## src/hdl/jbt_pkg.sv

```systemverilog
// ----------------------------------------------------------------------------
// jbt_pkg
// shared types, sizes and helpers of the json byte tokenizer
// ----------------------------------------------------------------------------
package jbt_pkg;

  localparam int LEN_BITS    = 16;
  localparam int OUT_LEN_BITS = 16;
  localparam int FIFO_DEPTH  = 4;
  localparam int PTR_BITS    = $clog2(FIFO_DEPTH);
  localparam int CNT_BITS    = $clog2(FIFO_DEPTH + 1);

  typedef logic [LEN_BITS-1:0] len_t;

  typedef enum logic [3:0] {
    K_LBRACE   = 4'd0,
    K_RBRACE   = 4'd1,
    K_COLON    = 4'd2,
    K_COMMA    = 4'd3,
    K_LBRACKET = 4'd4,
    K_RBRACKET = 4'd5,
    K_STRING   = 4'd6,
    K_NUMBER   = 4'd7,
    K_BOOL     = 4'd8,
    K_NULL     = 4'd9,
    K_QERR     = 4'd10,
    K_UNKNOWN  = 4'd11
  } kind_t;

  typedef struct packed {
    kind_t                   kind;
    logic [OUT_LEN_BITS-1:0] length;
    logic                    ok;
    logic                    last;
  } result_t;

  typedef struct packed {
    logic not_empty;
    logic room2;
  } fifo_status_t;

  function automatic logic [OUT_LEN_BITS-1:0] len_field(input len_t v);
    logic [32:0] w;
    w = 33'(v);
    return (w > 33'((1 << OUT_LEN_BITS) - 1)) ? '1 : w[OUT_LEN_BITS-1:0];
  endfunction

  function automatic len_t len_sat_inc(input len_t v);
    return (v == '1) ? v : len_t'(v + 1'b1);
  endfunction

endpackage

```

## src/hdl/jbt_channel_if.sv

```systemverilog
// ----------------------------------------------------------------------------
// jbt channel interfaces
// byte input channel and token result channel, valid/ready handshake
// ----------------------------------------------------------------------------
interface jbt_byte_if;
  logic       valid;
  logic       ready;
  logic [7:0] byte_in;
  logic       end_of_input;

  modport source (output valid, byte_in, end_of_input, input ready);
  modport sink (input valid, byte_in, end_of_input, output ready);
endinterface

interface jbt_token_if;
  logic        valid;
  logic        ready;
  logic [3:0]  token_kind;
  logic [15:0] token_length;
  logic        lexical_ok;
  logic        last;

  modport source (output valid, token_kind, token_length, lexical_ok, last, input ready);
  modport sink (input valid, token_kind, token_length, lexical_ok, last, output ready);
endinterface

```

## src/hdl/jbt_result_fifo.sv

```systemverilog
// ----------------------------------------------------------------------------
// jbt_result_fifo
// small result queue, takes up to two results per cycle, gives one
// ----------------------------------------------------------------------------
module jbt_result_fifo (
  input  logic                      clk,
  input  logic                      rst,
  input  logic [1:0]                push_cnt,
  input  jbt_pkg::result_t [1:0]    push_data,
  input  logic                      pop,
  output jbt_pkg::result_t          head,
  output jbt_pkg::fifo_status_t     status
);
  import jbt_pkg::*;

  result_t             mem [FIFO_DEPTH];
  logic [PTR_BITS-1:0] wr_ptr;
  logic [PTR_BITS-1:0] rd_ptr;
  logic [CNT_BITS-1:0] count;
  logic [PTR_BITS-1:0] wr_ptr1;
  logic                do_pop;

  assign wr_ptr1 = PTR_BITS'(wr_ptr + 1'b1);
  assign do_pop  = pop && (count != '0);

  always_ff @(posedge clk) begin
    if (push_cnt != 2'd0) begin
      mem[wr_ptr] <= push_data[0];
    end
    if (push_cnt == 2'd2) begin
      mem[wr_ptr1] <= push_data[1];
    end
  end

  always_ff @(posedge clk) begin
    if (rst) begin
      wr_ptr <= '0;
      rd_ptr <= '0;
      count  <= '0;
    end else begin
      wr_ptr <= PTR_BITS'(wr_ptr + push_cnt);
      if (do_pop) begin
        rd_ptr <= PTR_BITS'(rd_ptr + 1'b1);
      end
      count <= CNT_BITS'(count + push_cnt - CNT_BITS'(do_pop));
    end
  end

  assign head             = mem[rd_ptr];
  assign status.not_empty = (count != '0);
  assign status.room2     = (count <= CNT_BITS'(FIFO_DEPTH - 2));

endmodule

```

## src/hdl/json_byte_tokenizer_unit.sv

```systemverilog
// ----------------------------------------------------------------------------
// json_byte_tokenizer_unit
// json lexer: one text byte per transaction in, one token record per
// transaction out
// ----------------------------------------------------------------------------
// usage
//   bytes  : byte_in with end_of_input on the final byte of a document
//   tokens : kind, length, lexical_ok and last; last marks the final record
//            caused by one input byte (a byte causes zero, one or two)
// timing
//   a byte is taken into the input register, scanned in the next cycle and
//   its records are written to a four-entry result queue once the queue has
//   room for two more; the first record is then offered from the queue head
//   and is taken while tokens.ready is high
//   one byte per cycle is sustained while the queue has room; the scan is a
//   single registered pass, the rate is set by the queue draining one record
//   per cycle, and bytes causing two records stall the input once three wait
// stall
//   while tokens.ready is low the head record holds and up to four records
//   wait; bytes keep flowing until the queue has no room for two more
// reset
//   rst clears the input register, the queue and the scanner state; the
//   first byte after reset starts a fresh document
// ----------------------------------------------------------------------------
module json_byte_tokenizer_unit (
  input logic        clk,
  input logic        rst,
  jbt_byte_if.sink   bytes,
  jbt_token_if.source tokens
);
  import jbt_pkg::*;

  typedef enum logic [2:0] {
    M_IDLE = 3'd0,
    M_WORD = 3'd1,
    M_DSTR = 3'd2,
    M_DESC = 3'd3,
    M_SQUO = 3'd4
  } mode_t;

  typedef enum logic [3:0] {
    N_START = 4'd0,
    N_SIGN  = 4'd1,
    N_ZERO  = 4'd2,
    N_INT   = 4'd3,
    N_FRAC  = 4'd4,
    N_DOT   = 4'd5,
    N_EXP   = 4'd6,
    N_ESIGN = 4'd7,
    N_EDIG  = 4'd8,
    N_DEAD  = 4'd9
  } num_t;

  function automatic logic is_ws(input logic [7:0] c);
    return c == 8'h20 || c == 8'h09 || c == 8'h0a || c == 8'h0b || c == 8'h0c || c == 8'h0d;
  endfunction

  function automatic logic is_digit(input logic [7:0] c);
    return c >= "0" && c <= "9";
  endfunction

  function automatic num_t num_next(input num_t s, input logic [7:0] c);
    logic d;
    logic e;
    logic sg;
    num_t r;
    d  = is_digit(c);
    e  = (c == "e") || (c == "E");
    sg = (c == "+") || (c == "-");
    r  = N_DEAD;
    unique case (s)
      N_START, N_SIGN: begin
        if (s == N_START && sg) r = N_SIGN;
        else if (c == "0") r = N_ZERO;
        else if (d) r = N_INT;
        else if (c == ".") r = N_DOT;
      end
      N_ZERO: begin
        if (c == ".") r = N_DOT;
        else if (e) r = N_EXP;
      end
      N_INT: begin
        if (d) r = N_INT;
        else if (c == ".") r = N_FRAC;
        else if (e) r = N_EXP;
      end
      N_FRAC: begin
        if (d) r = N_FRAC;
        else if (e) r = N_EXP;
      end
      N_DOT: if (d) r = N_FRAC;
      N_EXP: begin
        if (sg) r = N_ESIGN;
        else if (d) r = N_EDIG;
      end
      N_ESIGN, N_EDIG: if (d) r = N_EDIG;
      default: r = N_DEAD;
    endcase
    return r;
  endfunction

  // bit 0 true, bit 1 false, bit 2 null
  function automatic logic [2:0] kw_hit(input len_t pos, input logic [7:0] c);
    logic [2:0] m;
    m = 3'b000;
    if (pos <= len_t'(4)) begin
      unique case (pos[2:0])
        3'd0: m = {c == "n", c == "f", c == "t"};
        3'd1: m = {c == "u", c == "a", c == "r"};
        3'd2: m = {c == "l", c == "l", c == "u"};
        3'd3: m = {c == "l", c == "s", c == "e"};
        3'd4: m = {1'b0, c == "e", 1'b0};
        default: m = 3'b000;
      endcase
    end
    return m;
  endfunction

  function automatic kind_t word_kind(input logic [2:0] kw, input len_t n, input num_t s);
    kind_t k;
    if ((kw[0] && n == len_t'(4)) || (kw[1] && n == len_t'(5))) k = K_BOOL;
    else if (s == N_ZERO || s == N_INT || s == N_FRAC || s == N_EDIG) k = K_NUMBER;
    else if (kw[2] && n == len_t'(4)) k = K_NULL;
    else k = K_UNKNOWN;
    return k;
  endfunction

  function automatic logic is_err(input kind_t k);
    return k == K_UNKNOWN || k == K_QERR;
  endfunction

  // input register
  logic       s1_valid;
  logic [7:0] s1_byte;
  logic       s1_eoi;

  // scanner state
  mode_t      mode;
  len_t       len;
  num_t       num;
  logic [2:0] kw;
  logic       err;

  mode_t      mode_next;
  len_t       len_next;
  num_t       num_next_s;
  logic [2:0] kw_next;
  logic       err_next;

  result_t [1:0] em;
  logic [1:0]    em_cnt;
  logic          sk_valid;
  kind_t         sk_kind;
  logic          fire;
  logic          pop;

  result_t      head;
  fifo_status_t fstat;

  assign fire        = s1_valid && fstat.room2;
  assign bytes.ready = !s1_valid || fire;
  assign pop         = tokens.ready;

  always_comb begin
    sk_valid = 1'b1;
    sk_kind  = K_LBRACE;
    unique case (s1_byte)
      "{": sk_kind = K_LBRACE;
      "}": sk_kind = K_RBRACE;
      ":": sk_kind = K_COLON;
      ",": sk_kind = K_COMMA;
      "[": sk_kind = K_LBRACKET;
      "]": sk_kind = K_RBRACKET;
      default: sk_valid = 1'b0;
    endcase
  end

  always_comb begin
    mode_next  = mode;
    len_next   = len;
    num_next_s = num;
    kw_next    = kw;
    err_next   = err;
    em         = '0;
    em_cnt     = 2'd0;

    unique case (mode)
      M_WORD: begin
        if (is_ws(s1_byte) || s1_byte == "}" || s1_byte == "]" || s1_byte == ",") begin
          em[em_cnt[0]].kind   = word_kind(kw, len, num);
          em[em_cnt[0]].length = len_field(len);
          err_next             = err_next | is_err(em[em_cnt[0]].kind);
          em[em_cnt[0]].ok     = !err_next;
          em_cnt               = 2'(em_cnt + 1'b1);
          mode_next            = M_IDLE;
          if (sk_valid) begin
            em[em_cnt[0]].kind   = sk_kind;
            em[em_cnt[0]].length = OUT_LEN_BITS'(1);
            em[em_cnt[0]].ok     = !err_next;
            em_cnt               = 2'(em_cnt + 1'b1);
          end
        end else begin
          kw_next    = kw & kw_hit(len, s1_byte);
          num_next_s = num_next(num, s1_byte);
          len_next   = len_sat_inc(len);
        end
      end
      M_DSTR, M_DESC: begin
        if (s1_byte == 8'h0a) begin
          em[0].kind   = K_UNKNOWN;
          em[0].length = len_field(len);
          err_next     = 1'b1;
          em[0].ok     = 1'b0;
          em_cnt       = 2'd1;
          mode_next    = M_IDLE;
        end else begin
          len_next = len_sat_inc(len);
          if (mode == M_DESC) begin
            mode_next = M_DSTR;
          end else if (s1_byte == "\\") begin
            mode_next = M_DESC;
          end else if (s1_byte == "\"") begin
            em[0].kind   = K_STRING;
            em[0].length = len_field(len_next);
            em[0].ok     = !err;
            em_cnt       = 2'd1;
            mode_next    = M_IDLE;
          end
        end
      end
      M_SQUO: begin
        if (s1_byte == 8'h0a || s1_byte == "'") begin
          if (s1_byte == "'") len_next = len_sat_inc(len);
          em[0].kind   = K_QERR;
          em[0].length = len_field(len_next);
          err_next     = 1'b1;
          em[0].ok     = 1'b0;
          em_cnt       = 2'd1;
          mode_next    = M_IDLE;
        end else begin
          len_next = len_sat_inc(len);
        end
      end
      default: begin
        mode_next = M_IDLE;
        priority if (is_ws(s1_byte)) begin
        end else if (s1_byte == "\"") begin
          len_next  = len_t'(1);
          mode_next = M_DSTR;
        end else if (s1_byte == "'") begin
          len_next  = len_t'(1);
          mode_next = M_SQUO;
        end else if (sk_valid) begin
          em[0].kind   = sk_kind;
          em[0].length = OUT_LEN_BITS'(1);
          em[0].ok     = !err;
          em_cnt       = 2'd1;
        end else begin
          kw_next    = kw_hit(len_t'(0), s1_byte);
          num_next_s = num_next(N_START, s1_byte);
          len_next   = len_t'(1);
          mode_next  = M_WORD;
        end
      end
    endcase

    if (s1_eoi) begin
      if (mode_next != M_IDLE) begin
        unique case (mode_next)
          M_WORD:         em[em_cnt[0]].kind = word_kind(kw_next, len_next, num_next_s);
          M_DSTR, M_DESC: em[em_cnt[0]].kind = K_UNKNOWN;
          default:        em[em_cnt[0]].kind = K_QERR;
        endcase
        em[em_cnt[0]].length = len_field(len_next);
        em[em_cnt[0]].ok     = !(err_next | is_err(em[em_cnt[0]].kind));
        em_cnt               = 2'(em_cnt + 1'b1);
      end
      mode_next = M_IDLE;
      err_next  = 1'b0;
    end

    if (em_cnt == 2'd1) em[0].last = 1'b1;
    if (em_cnt == 2'd2) em[1].last = 1'b1;
  end

  always_ff @(posedge clk) begin
    if (bytes.valid && bytes.ready) begin
      s1_byte <= bytes.byte_in;
      s1_eoi  <= bytes.end_of_input;
    end
  end

  always_ff @(posedge clk) begin
    if (rst) begin
      s1_valid <= 1'b0;
      mode     <= M_IDLE;
      len      <= '0;
      num      <= N_START;
      kw       <= 3'b111;
      err      <= 1'b0;
    end else begin
      if (bytes.ready) begin
        s1_valid <= bytes.valid;
      end
      if (fire) begin
        mode <= mode_next;
        len  <= len_next;
        num  <= num_next_s;
        kw   <= kw_next;
        err  <= err_next;
      end
    end
  end

  jbt_result_fifo u_fifo (
    .clk       (clk),
    .rst       (rst),
    .push_cnt  (fire ? em_cnt : 2'd0),
    .push_data (em),
    .pop       (pop),
    .head      (head),
    .status    (fstat)
  );

  assign tokens.valid        = fstat.not_empty;
  assign tokens.token_kind   = head.kind;
  assign tokens.token_length = head.length;
  assign tokens.lexical_ok   = head.ok;
  assign tokens.last         = head.last;

endmodule

```

## src/flat_wrapper.sv

```systemverilog
// flat-port wrapper written by rule: the top's interface ports become plain ports
module json_byte_tokenizer_unit_flat import jbt_pkg::*;
  (clk, rst, bytes_valid, bytes_byte_in, bytes_end_of_input, bytes_ready, tokens_valid, tokens_token_kind, tokens_token_length, tokens_lexical_ok, tokens_last, tokens_ready);
  jbt_byte_if bytes_i ();
  jbt_token_if tokens_i ();
  input logic clk;
  input logic rst;
  input wire logic [$bits(bytes_i.valid)-1:0] bytes_valid;
  input wire logic [$bits(bytes_i.byte_in)-1:0] bytes_byte_in;
  input wire logic [$bits(bytes_i.end_of_input)-1:0] bytes_end_of_input;
  output wire logic [$bits(bytes_i.ready)-1:0] bytes_ready;
  output wire logic [$bits(tokens_i.valid)-1:0] tokens_valid;
  output wire logic [$bits(tokens_i.token_kind)-1:0] tokens_token_kind;
  output wire logic [$bits(tokens_i.token_length)-1:0] tokens_token_length;
  output wire logic [$bits(tokens_i.lexical_ok)-1:0] tokens_lexical_ok;
  output wire logic [$bits(tokens_i.last)-1:0] tokens_last;
  input wire logic [$bits(tokens_i.ready)-1:0] tokens_ready;
  assign bytes_i.valid = bytes_valid;
  assign bytes_i.byte_in = bytes_byte_in;
  assign bytes_i.end_of_input = bytes_end_of_input;
  assign bytes_ready = bytes_i.ready;
  assign tokens_valid = tokens_i.valid;
  assign tokens_token_kind = tokens_i.token_kind;
  assign tokens_token_length = tokens_i.token_length;
  assign tokens_lexical_ok = tokens_i.lexical_ok;
  assign tokens_last = tokens_i.last;
  assign tokens_i.ready = tokens_ready;
  json_byte_tokenizer_unit u_core (.clk(clk), .rst(rst), .bytes(bytes_i), .tokens(tokens_i));
endmodule
```

## config.mk

```make
export PLATFORM = sky130hd
export DESIGN_NAME = json_byte_tokenizer_unit_flat
export DESIGN_NICKNAME = d
export VERILOG_FILES = /design/src/hdl/jbt_pkg.sv /design/src/hdl/jbt_channel_if.sv /design/src/hdl/jbt_result_fifo.sv /design/src/hdl/json_byte_tokenizer_unit.sv /design/src/flat_wrapper.sv
export SDC_FILE = /design/constraint.sdc
export NUM_CORES = 1
export LEC_CHECK = 0
export BUFFER_PORTS_ARGS = -buffer_cell sky130_fd_sc_hd__buf_4
export CORE_AREA = 4 4 151 226
export DETAILED_ROUTE_END_ITERATION = 10
export DIE_AREA = 0 0 155 230
export PLACE_DENSITY = 0.54
export SETUP_SLACK_MARGIN = 0.1
export SLEW_MARGIN = 10
export SYNTH_ARGS = -nofsm -noshare
export SYNTH_HDL_FRONTEND = slang
export SYNTH_HIERARCHICAL = 1
export SYNTH_SLANG_ARGS = --single-unit
```

## constraint.sdc

```tcl
create_clock -name clk -period 15.5 [get_ports clk]
set_clock_uncertainty 0.05 [all_clocks]
set_input_delay 0 -clock clk [delete_from_list [all_inputs] [get_ports clk]]
set_output_delay 0 -clock clk [all_outputs]
set_load 0.05 [all_outputs]
```

==> results.yml <==
die:
  fp.dieH_um: 230
  io_pins: 37
  die_w_um: 155
  num_rows: 81
  initial_core_util: 0.296
  dieArea_um2: 35700
  core_um2: 32300
min_path:
  worstHoldPathType: "input port to flop"
  min_path_cells: 2
route:
  drc_errors: 0
  drt_pass1_iterations: 6
  drt_iter0_drc: 706
  vias: 8098
  wl_um: 31200
  detail-route-antenna-nets: 0
  routedWlPerCell_um: 21.7
  via_per_inst: 5.64
global_route:
  grt_overflow: 0
  grt_pass1_vias: 7879
  grt_pass1_wl_um: 47200
  grt_usage: 0.173
  grt_max_degree: 38
  antenna_found_initial: 0
placed_design:
  post-place-ws_ns: 9.97
  io_buffers: 36
  dpl.hpwl_um: 22900
  gp_congestion: 0.972
  dpl_cell_area_um2: 10400
power_and_ir_drop:
  powerDensity_nw_per_um2: 110
  total_leakage_power_nw: 3.87
  total_power_mw: 1.23
  ir_drop_v: 0.0000724
synth:
  syn_inst: 936
  ys_seq_elements: 134
  synthTopCellsByArea: "edfxtp_1 30%, mux2_2 8.3%, dfxtp_1 7.7%"
  async_flop_share: 0
  yosysSeqAreaShare: 0.381
  synth.distinct_cells: 102
  syn_avg_cell_area_um2: 10.2
  synth_flop_cell: "edfxtp_1"
  ys_warn_count: 6
  synth_top_area_cell: "edfxtp_1"
  synth_edf_count: 97
  synth_top_area_frac: 0.304
  synth_area_um2: 9580
timing:
  rsz0062_at_grt: "false"
  hold_ws_ns: 0.227
  max_clock_freq_mhz: 181
  slew_headroom: 0.255
  min_period_ns: 5.53
  setup_viol: 0
  hold_violations: 0
  timing.final.crit_share: 0.357
  fin_setup_tns_ns: 0
  worst_slack_ns: 9.97
  drv_slew: 0
  tightest_slew_ns: 1.12
clock_network:
  clockRootBuffer: "clkbuf_16"
  clk_pin_slew_ns: 0.06
  cts.sink_count: 134
  cts_max_path_buffers: 2
  insertion_delay_ns: 0.43
  cts_setup_buffers: 0
  post_cts_resized: 0
  h-tree-depth: 4
  cts_buffers: 17
  cts_tree: "built"
  cts_hold_buf: 13
worst_setup_path:
  critical_path.startpoint_type: "flop"
  path_class: "flop to flop"
  rr_worst_depth: 10
  cp_data_required_time_ns: 15.50
  end_kind: "flop"
  worstPathArrival_ns: 5.52
  critPathMaxFanout: 23
cells_and_area:
  area_growth_pct: 15.8
  drive_gt1_frac: 0.220
  multi_input_area_um2: 5730
  final.fill_count: 3234
  design.final.nets: 1031
  ff_latch_area_um2: 3650
  fin_area_um2: 11100
  diodes: 0
  final_common_cell: "edfxtp_1"
  layout.cells.most_common_list: "97 x edfxtp_1, 87 x nor2_1, 71 x mux2_2"
outcome:
  status: "finished clean"
flow_run:
  max-cap-violations: 0
[worst max-delay path, cell delays in order (launching register included)]
cell	delay, ns
edfxtp_1	0.64
or4b_1	0.76
a2bb2oi_4	0.25
and4_1	0.27
a31oi_1	0.47
o41ai_1	0.26
o31ai_2	0.22
buf_4	0.28
a31oi_1	0.37
nand4b_2	0.92
o31ai_4	0.62
[routing by layer]
metal	vias to the layer above	routed length (um)	global-route usage	part of all wire
met5	-	0	0	0
met4	0	1880	0.103	0.060
met3	106	1820	0.0313	0.059
met2	355	16100	0.307	0.52
met1	3902	11400	0.189	0.36
li1	3735	-	-	-
[area by class of cell]
class                           count  area share
Multi-Input combinational cell    771       0.517
Sequential cell                   134       0.329
Clock inverter                     13      0.0133
Tap cell                          415      0.0468
Inverter                           20     0.00677
Clock buffer                       19      0.0408
Timing Repair Buffer               64      0.0462
[cell families after synthesis]
family / count (synthesis) / synth area share
simple gates: 331 / 0.197
xor+xnor: 13 / 0.0148
buf+inv: 94 / 0.0499
compound gates: 235 / 0.179
other cells: 1 / 0.000391
fa+ha+maj: 10 / 0.0138
mux: 118 / 0.164
flops: 134 / 0.381
[registers in the layout, summed over array words and instances, names as in the netlist, 2 cells and up, named ones only]
name	flops
u_core/len	16
u_core/u_fifo/rd_ptr	2
u_core/mode	3
u_core/num	4
u_core/u_fifo/mem	88
u_core/u_fifo/wr_ptr	2
u_core/kw	3
u_core/s1_byte	8
u_core/u_fifo/count	3
[through the flow]
stage                     cells  utilization
after floorplan             999            -
after global placement     1391        0.321
after detailed placement   1391        0.321
after CTS                  1436        0.343
after global routing       1436        0.343
final                      1436        0.343
[where the power goes]
| group | switching (mW) | total (mW) | leakage (nW) | internal (mW) |
|---|---|---|---|---|
| combinational | 0.209 | 0.350 | 2.41 | 0.141 |
| clock | 0.163 | 0.410 | 0.288 | 0.247 |
| sequential | 0.0540 | 0.465 | 1.18 | 0.411 |
| total | 0.427 | 1.23 | 3.87 | 0.799 |
[worst paths after layout]
check / end / slack [ns] / start
worst max-delay path: u_core/u_fifo/mem[0][10] / 9.97 / u_core/s1_byte[4]
worst min-delay path: u_core/s1_byte[1] / 0.23 / bytes_byte_in[1]
worst max register to register: u_core/u_fifo/mem[0][10] / 9.97 / u_core/s1_byte[4]
worst min register to register: u_core/kw[2] / 0.45 / u_core/kw[2]
[cells in the mapped netlist, types with 20 or more instances]
| library cell | instances |
|---|---|
| nand2_1 | 62 |
| mux2_1 | 20 |
| a21oi_1 | 48 |
| nor2_1 | 88 |
| dfxtp_1 | 37 |
| a211oi_1 | 28 |
| nand3_1 | 23 |
| mux2_2 | 71 |
| edfxtp_1 | 97 |
| nor3_1 | 23 |
| clkbuf_1 | 30 |
| buf_2 | 25 |
| mux4_2 | 22 |
| o21ai_0 | 35 |
| inv_1 | 20 |
(Power assumes the default switching activity.)
